### config.mk
export PLATFORM = sky130hd
export DESIGN_NAME = number_literal_to_binary
export DESIGN_NICKNAME = d
export VERILOG_FILES = /design/src/hdl/nlb_pkg.sv /design/src/hdl/nlb_in_reg.sv /design/src/hdl/nlb_accum.sv /design/src/hdl/nlb_out_reg.sv /design/src/hdl/number_literal_to_binary.sv
export SDC_FILE = /design/constraint.sdc
export NUM_CORES = 1
export LEC_CHECK = 0
export BUFFER_PORTS_ARGS = -buffer_cell sky130_fd_sc_hd__buf_2
export CORE_ASPECT_RATIO = 0.9
export CORE_MARGIN = 1.5
export CORE_UTILIZATION = 45
export CTS_CLUSTER_DIAMETER = 80
export DETAILED_ROUTE_END_ITERATION = 16
export PLACE_DENSITY = 0.58
export REMOVE_ABC_BUFFERS = 1
export SYNTH_ARGS = -nofsm -noshare
export SYNTH_HDL_FRONTEND = slang
export SYNTH_SLANG_ARGS = --single-unit
### constraint.sdc
create_clock -name i_clk -period 7.26 [get_ports i_clk]
set_input_delay 1.452 -clock i_clk [delete_from_list [all_inputs] [get_ports i_clk]]
set_output_delay 1.452 -clock i_clk [all_outputs]
set_load 0.05 [all_outputs]
### src/hdl/nlb_pkg.sv
package nlb_pkg;

    // Accumulator width, 64 to 128; the value wraps modulo 2^ACC_WIDTH.
    localparam int ACC_WIDTH = 128;

    localparam logic [7:0] CH_UNDERSCORE = 8'h5F;
    localparam logic [7:0] CH_ZERO       = 8'h30;
    localparam logic [7:0] CH_ONE        = 8'h31;
    localparam logic [7:0] CH_NINE       = 8'h39;
    localparam logic [7:0] CH_LOWER_X    = 8'h78;
    localparam logic [7:0] CH_UPPER_X    = 8'h58;
    localparam logic [7:0] CH_LOWER_B    = 8'h62;
    localparam logic [7:0] CH_UPPER_B    = 8'h42;
    localparam logic [7:0] CH_LOWER_A    = 8'h61;
    localparam logic [7:0] CH_LOWER_F    = 8'h66;
    localparam logic [7:0] CH_UPPER_A    = 8'h41;
    localparam logic [7:0] CH_UPPER_F    = 8'h46;
    localparam logic [7:0] CH_DOT        = 8'h2E;
    localparam logic [7:0] CH_LOWER_E    = 8'h65;
    localparam logic [7:0] CH_UPPER_E    = 8'h45;

    typedef enum logic [1:0] {
        RADIX_DEC = 2'd0,
        RADIX_HEX = 2'd1,
        RADIX_BIN = 2'd2
    } t_radix;

    typedef struct packed {
        logic [7:0] character;
        logic       char_present;
        logic       last_char;
    } t_in_beat;

    typedef struct packed {
        logic [63:0] value_low;
        logic [63:0] value_high;
        logic        is_float;
    } t_out_beat;

endpackage

### src/hdl/nlb_in_reg.sv
module nlb_in_reg (
    input  logic              i_clk,
    input  logic              i_rst_n,
    input  logic              i_valid,
    input  nlb_pkg::t_in_beat i_data,
    output logic              o_stall,
    output logic              o_valid,
    output nlb_pkg::t_in_beat o_data,
    input  logic              i_take
);

    logic              r_valid;
    nlb_pkg::t_in_beat r_data;
    logic              accept;

    assign o_stall = r_valid && !i_take;
    assign accept  = i_valid && !o_stall;
    assign o_valid = r_valid;
    assign o_data  = r_data;

    always_ff @(posedge i_clk) begin
        if (!i_rst_n) begin
            r_valid <= 1'b0;
        end else begin
            r_valid <= accept || (r_valid && !i_take);
        end
        if (accept) begin
            r_data <= i_data;
        end
    end

endmodule

### src/hdl/nlb_accum.sv
module nlb_accum (
    input  logic               i_clk,
    input  logic               i_rst_n,
    input  logic               i_beat_valid,
    input  nlb_pkg::t_in_beat  i_beat,
    input  logic               i_out_free,
    output logic               o_take,
    output logic               o_result_load,
    output nlb_pkg::t_out_beat o_result
);

    localparam int W = nlb_pkg::ACC_WIDTH;

    logic [W-1:0]    r_acc, n_acc;
    logic [1:0]      r_pos, n_pos;
    nlb_pkg::t_radix r_mode, n_mode;
    logic            r_first_zero, n_first_zero;
    logic            r_stopped, n_stopped;
    logic            r_float, n_float;

    logic [7:0]       c;
    logic signed [8:0] dec_d;
    logic [W-1:0]     mac10, mac16, mac2;
    logic [3:0]       hex_d;
    logic             hex_ok;
    logic             is_mark;
    logic [127:0]     value_ext;

    assign c = i_beat.character;

    // Last beat waits for room in the result register; all others flow through.
    assign o_take        = i_beat_valid && (!i_beat.last_char || i_out_free);
    assign o_result_load = o_take && i_beat.last_char;

    always_comb begin
        dec_d = $signed({1'b0, c}) - 9'sd48;
        mac10 = (r_acc << 3) + (r_acc << 1) + {{(W-9){dec_d[8]}}, dec_d};
        mac2  = (r_acc << 1) + W'(c == nlb_pkg::CH_ONE);
        hex_ok = 1'b1;
        hex_d  = 4'd0;
        if (c >= nlb_pkg::CH_ZERO && c <= nlb_pkg::CH_NINE) begin
            hex_d = c[3:0];
        end else if ((c >= nlb_pkg::CH_LOWER_A && c <= nlb_pkg::CH_LOWER_F)
                  || (c >= nlb_pkg::CH_UPPER_A && c <= nlb_pkg::CH_UPPER_F)) begin
            hex_d = c[3:0] + 4'd9;
        end else begin
            hex_ok = 1'b0;
        end
        mac16   = (r_acc << 4) + W'(hex_d);
        is_mark = (c == nlb_pkg::CH_DOT) || (c == nlb_pkg::CH_LOWER_E)
                  || (c == nlb_pkg::CH_UPPER_E);
    end

    always_comb begin
        n_acc        = r_acc;
        n_pos        = r_pos;
        n_mode       = r_mode;
        n_first_zero = r_first_zero;
        n_stopped    = r_stopped;
        n_float      = r_float;
        if (i_beat.char_present) begin
            if (r_pos == 2'd0) begin
                n_first_zero = (c == nlb_pkg::CH_ZERO);
                n_pos        = 2'd1;
                if (is_mark) n_float = 1'b1;
                if (c != nlb_pkg::CH_UNDERSCORE) n_acc = mac10;
            end else if (r_pos == 2'd1) begin
                n_pos = 2'd2;
                if (r_first_zero && (c == nlb_pkg::CH_LOWER_X
                                     || c == nlb_pkg::CH_UPPER_X)) begin
                    n_mode = nlb_pkg::RADIX_HEX;
                    n_acc  = '0;
                end else if (r_first_zero && (c == nlb_pkg::CH_LOWER_B
                                              || c == nlb_pkg::CH_UPPER_B)) begin
                    n_mode = nlb_pkg::RADIX_BIN;
                    n_acc  = '0;
                end else begin
                    if (is_mark) n_float = 1'b1;
                    if (c != nlb_pkg::CH_UNDERSCORE) n_acc = mac10;
                end
            end else if (r_mode == nlb_pkg::RADIX_DEC) begin
                if (is_mark) n_float = 1'b1;
                if (c != nlb_pkg::CH_UNDERSCORE) n_acc = mac10;
            end else if (!r_stopped && c != nlb_pkg::CH_UNDERSCORE) begin
                if (r_mode == nlb_pkg::RADIX_HEX) begin
                    if (hex_ok) n_acc = mac16;
                    else        n_stopped = 1'b1;
                end else begin
                    if (c == nlb_pkg::CH_ZERO || c == nlb_pkg::CH_ONE) n_acc = mac2;
                    else                                                n_stopped = 1'b1;
                end
            end
        end
    end

    assign value_ext           = 128'(n_acc);
    assign o_result.value_low  = value_ext[63:0];
    assign o_result.value_high = value_ext[127:64];
    assign o_result.is_float   = (n_mode == nlb_pkg::RADIX_DEC) && n_float;

    always_ff @(posedge i_clk) begin
        if (!i_rst_n) begin
            r_acc        <= '0;
            r_pos        <= 2'd0;
            r_mode       <= nlb_pkg::RADIX_DEC;
            r_first_zero <= 1'b0;
            r_stopped    <= 1'b0;
            r_float      <= 1'b0;
        end else if (o_take) begin
            if (i_beat.last_char) begin
                r_acc        <= '0;
                r_pos        <= 2'd0;
                r_mode       <= nlb_pkg::RADIX_DEC;
                r_first_zero <= 1'b0;
                r_stopped    <= 1'b0;
                r_float      <= 1'b0;
            end else begin
                r_acc        <= n_acc;
                r_pos        <= n_pos;
                r_mode       <= n_mode;
                r_first_zero <= n_first_zero;
                r_stopped    <= n_stopped;
                r_float      <= n_float;
            end
        end
    end

    a_reset_after_last: assert property (@(posedge i_clk) disable iff (!i_rst_n)
        o_result_load |=> (r_pos == 2'd0) && (r_acc == '0)
                          && (r_mode == nlb_pkg::RADIX_DEC) && !r_float)
        else $error("literal state not cleared after last beat");

    a_prefix_pos: assert property (@(posedge i_clk) disable iff (!i_rst_n)
        (r_mode != nlb_pkg::RADIX_DEC) |-> (r_pos == 2'd2))
        else $error("radix prefix seen before second character");

    a_stop_mode: assert property (@(posedge i_clk) disable iff (!i_rst_n)
        r_stopped |-> (r_mode != nlb_pkg::RADIX_DEC))
        else $error("digit freeze in decimal mode");

    a_non_last_flows: assert property (@(posedge i_clk) disable iff (!i_rst_n)
        (i_beat_valid && !i_beat.last_char) |-> o_take)
        else $error("non-final beat held back");

endmodule

### src/hdl/nlb_out_reg.sv
module nlb_out_reg (
    input  logic               i_clk,
    input  logic               i_rst_n,
    input  logic               i_load,
    input  nlb_pkg::t_out_beat i_data,
    output logic               o_free,
    output logic               o_valid,
    output nlb_pkg::t_out_beat o_data,
    input  logic               i_stall
);

    logic               r_valid;
    nlb_pkg::t_out_beat r_data;

    assign o_free  = !r_valid || !i_stall;
    assign o_valid = r_valid;
    assign o_data  = r_data;

    always_ff @(posedge i_clk) begin
        if (!i_rst_n) begin
            r_valid <= 1'b0;
        end else begin
            r_valid <= i_load || (r_valid && i_stall);
        end
        if (i_load) begin
            r_data <= i_data;
        end
    end

    a_no_overwrite: assert property (@(posedge i_clk) disable iff (!i_rst_n)
        i_load |-> o_free)
        else $error("result loaded over a stalled beat");

    a_held_beat: assert property (@(posedge i_clk) disable iff (!i_rst_n)
        (r_valid && i_stall) |=> r_valid && $stable(r_data))
        else $error("stalled result lost or changed");

    a_drain: assert property (@(posedge i_clk) disable iff (!i_rst_n)
        (r_valid && !i_stall && !i_load) |=> !r_valid)
        else $error("delivered result repeated");

endmodule

### src/hdl/number_literal_to_binary.sv
// Numeric literal to binary converter.
// Input channel (i_in_valid / o_in_stall / i_in_data): one character of the
// literal per beat, last_char set on the final one. A beat with char_present
// low is skipped; with last_char also set it closes the literal.
// Output channel (o_out_valid / i_out_stall / o_out_data): one result beat per
// literal, the 128-bit value split into value_low / value_high, and is_float.
// 0x/0X selects hex, 0b/0B binary; otherwise decimal.
// Throughput: one character per cycle, except while a final beat waits for
// room in the output register. Each beat is captured in an input register
// and then folded into the accumulator by a single shift-add (x10, x16 or
// x2 plus digit). The result of a final beat is loaded into the output
// register as soon as that register is free, and the receiver takes it there.
// When the receiver stalls, the result holds in the output register; the
// input register still takes one more beat, and characters that are not
// final keep flowing. A second final beat waits until the result is taken.
// Reset (synchronous, active low) drops both registers' valid flags and
// returns the converter to a fresh decimal literal with a zero accumulator.
module number_literal_to_binary (
    input  logic               i_clk,
    input  logic               i_rst_n,
    input  logic               i_in_valid,
    output logic               o_in_stall,
    input  nlb_pkg::t_in_beat  i_in_data,
    output logic               o_out_valid,
    input  logic               i_out_stall,
    output nlb_pkg::t_out_beat o_out_data
);

    logic               beat_valid;
    nlb_pkg::t_in_beat  beat;
    logic               take;
    logic               out_free;
    logic               result_load;
    nlb_pkg::t_out_beat result;

    nlb_in_reg u_in (
        .i_clk   (i_clk),
        .i_rst_n (i_rst_n),
        .i_valid (i_in_valid),
        .i_data  (i_in_data),
        .o_stall (o_in_stall),
        .o_valid (beat_valid),
        .o_data  (beat),
        .i_take  (take)
    );

    nlb_accum u_accum (
        .i_clk         (i_clk),
        .i_rst_n       (i_rst_n),
        .i_beat_valid  (beat_valid),
        .i_beat        (beat),
        .i_out_free    (out_free),
        .o_take        (take),
        .o_result_load (result_load),
        .o_result      (result)
    );

    nlb_out_reg u_out (
        .i_clk   (i_clk),
        .i_rst_n (i_rst_n),
        .i_load  (result_load),
        .i_data  (result),
        .o_free  (out_free),
        .o_valid (o_out_valid),
        .o_data  (o_out_data),
        .i_stall (i_out_stall)
    );

endmodule
==> metrics.txt <==
Nets 3699; CP required around 7600 ps; Max Fclk 0.145 GHz; largest net degree at the start of global routing 89; list of most frequent post-synthesis cells 366 x nand2_1, 314 x a21oi_1, 282 x o21ai_0, 255 x ha_1, 236 x nor2_1; area share of the largest cell type after synthesis 15.2%; syn_area_per_cell around 8 µm²; r2r setup slk 350 ps; pins over their slew limit 0; switching component of the power between 1000 and 1500 µW; Finished Cell Area roughly 30000 µm²; Synth area leader edfxtp_1; TritonCTS buffer count 35; final setup TNS 0 ps; RSZ-0062 raised after global routing no; Final Hold Fails 0; Max Root-Sink Buffers 3; Cell Area, Synth 27500 µm²; setup violators final 0; MaxCap Viol Count 0; wire per inst 28.7 µm; Tmin final 6910 ps; leakage power total 0.0130 µW; drt initial violations about 3500; Overall Power 4510 µW; I/O pin total 145; total die area about 63000 µm²; Post-CTS Setup Bufs 0; Worst Setup Path Type register to register; Switching Share 32.3%; CP Max Fanout 48; first-pass GRT wire length roughly 180000 µm; CTS Root Cell clkbuf_16; DP Wirelength about 88000 µm; crit path launch type register; status finished, final reports clean; buffers added on ports 144; Slowest Stage Delay on Critical Path 750 ps; worst vdd ir 171 µV; Synth warnings 0; most frequent cell after synthesis nand2_1; core area 60100 µm²; # hold bufs at CTS 0; row count 85; Cell Chain, Critical Path ha_1 -> or3_4 -> buf_4 -> xnor2_1 -> ha_1 -> a21o_1 -> ha_1 -> a21oi_1 -> o21ai_0 -> a221oi_1 -> o21ai_0 -> a2111oi_1 -> buf_4 -> and4_1 -> or3_4 -> a311oi_2 -> or3_1 -> a31oi_1 -> o21ai_0; antenna violations before repair 2; placer congestion estimate 1.09; Worst-Skew Late Latency 580 ps; flops & latches, synth 276; clock power share around two fifths; Data arrival, critical path 7220 ps; layout cells sized above 1 9.97%; Hold/Removal Path Class register to register; Top delay family on crit path compound AO/OA/AOI/OAI gates; Clock Sinks about 280; share of power burned in registers 38.7%; Logic pwr share 20.1%; routed vias 28900; TritonCTS clock tree done; drt pass-1 iters 6; number of synthesized flops with an enable pin 139; Worst-path clk slew 60 ps; Most used DFF post-synth edfxtp_1; Die Width between 200 and 300 µm; H-tree depth 2; grt ovf 0; Tot GR Track Use around 38%; CP endpoint kind register; Int Pwr between 3000 and 4000 µW; antenna viol nets, final 0; skew final approximately 37 ps; ranking of synthesized cells by area edfxtp_1 15%, ha_1 12%, dfxtp_1 10%; post-CTS sizing 0; Pwr Density 151 nW/µm²; via/cell ratio between 6 and 7; Starting Density 45.7%; Slew headroom about 15%; total wire length approximately 120000 µm; ys async rst share 0%; area delta synth->final 8.66%; Buf/Inv on CP 2; fin util between 40% and 50%; Tcrit/Tclk final between 90% and 100%; post-synthesis sequential area ratio approximately a quarter; vias in the first global route ~27000; Post-Syn Instances 3478; Post-route DRC 0; Area after DPL 28700 µm²; actual slew at the worst max-slew pin 1260 ps; Crit-path slowest cell a2111oi_1; Cell variety after synth 93; Die H 237 µm
==> placed cells by master (no fill, tap or decap), types with 39 or more instances in the layout <==
master	n
inv_1	82
o22ai_1	41
a221oi_1	80
xor2_1	51
xnor2_1	175
o21ai_0	280
nor3_1	48
a21o_1	161
nand4_1	70
nor2_1	224
dfxtp_1	137
nor2b_1	46
nand2_1	363
buf_2	144
ha_1	255
a22o_1	48
a22oi_1	53
buf_4	74
o21bai_1	52
a21oi_1	314
edfxtp_1	139
a221o_1	39
==> routing by layer <==
metal / GRT usage (%) / wire, µm
met1: 53.6 / 54000
met2: 54.2 / 49100
met3: 9.34 / 13200
met4: 15.2 / 5130
met5: 0 / 0
==> final cells by class <==
type	count	area (µm²)
Antenna cell	1	2.50
Timing Repair Buffer	219	1300
Multi-Input combinational cell	2808	19200
Fill cell	5839	30200
Sequential cell	276	6920
Clock inverter	20	246
Inverter	84	320
Tap cell	783	980
Clock buffer	43	946
==> path summary, 6_finish.rpt <==
| path | start | endpoint | cells past startpoint |
|---|---|---|---|
| hold / removal | u_accum.r_acc[125] | u_accum.r_acc[125] | 2 |
| setup reg to reg | u_in.o_data[6] | u_out.o_data[63] | 19 |
| setup / recovery | u_in.o_data[6] | u_out.o_data[63] | 19 |
| hold reg to reg | u_accum.r_acc[125] | u_accum.r_acc[125] | 2 |
==> logic make-up after synthesis <==
group / synth area share (%)
xor gates and xnor gates: 7.20
DFF: 25.2
muxes: 1.21
adders and majority gates: 12.0
AOI/OAI and AO/OA: 32.9
and+or+nand+nor: 15.8
buffers and inverters: 5.62
==> through the flow <==
step                setup slack (ps)  instances  hold slack, ps
floorplan                      -1270       3168             441
global placement                 298       4170             454
detailed placement               448       4170             477
CTS                              415       4233             484
global route                     142       4233             517
finish                           351       4234             492
==> state kept, by name, indices dropped and copies added (netlist names) <==
signal and cells:
u_out.o_data 129, u_accum.r_acc 128, u_in.o_data 10, u_accum.r_mode 2, u_accum.r_pos 2, u_accum.r_first_zero 1, u_accum.r_float 1, u_accum.r_stopped 1
u_in.o_valid 1, u_out.o_valid 1
==> power groups by stage <==
stage | Clock (µW) | Sequential (µW) | Combinational (µW)
after floorplan | 0 | 1840 | 537
after global placement | 0 | 1770 | 867
after detailed placement | 0 | 1780 | 878
after CTS | 1880 | 1740 | 883
after global routing | 1940 | 1750 | 969
final | 1860 | 1750 | 905
==> worst min-delay path, cell delays in order, from the launching register on <==
cell	delay, ps
dfxtp_1	320
nand2_1	60
o31ai_1	60
No activity file was read; power rests on OpenSTA's default activity.
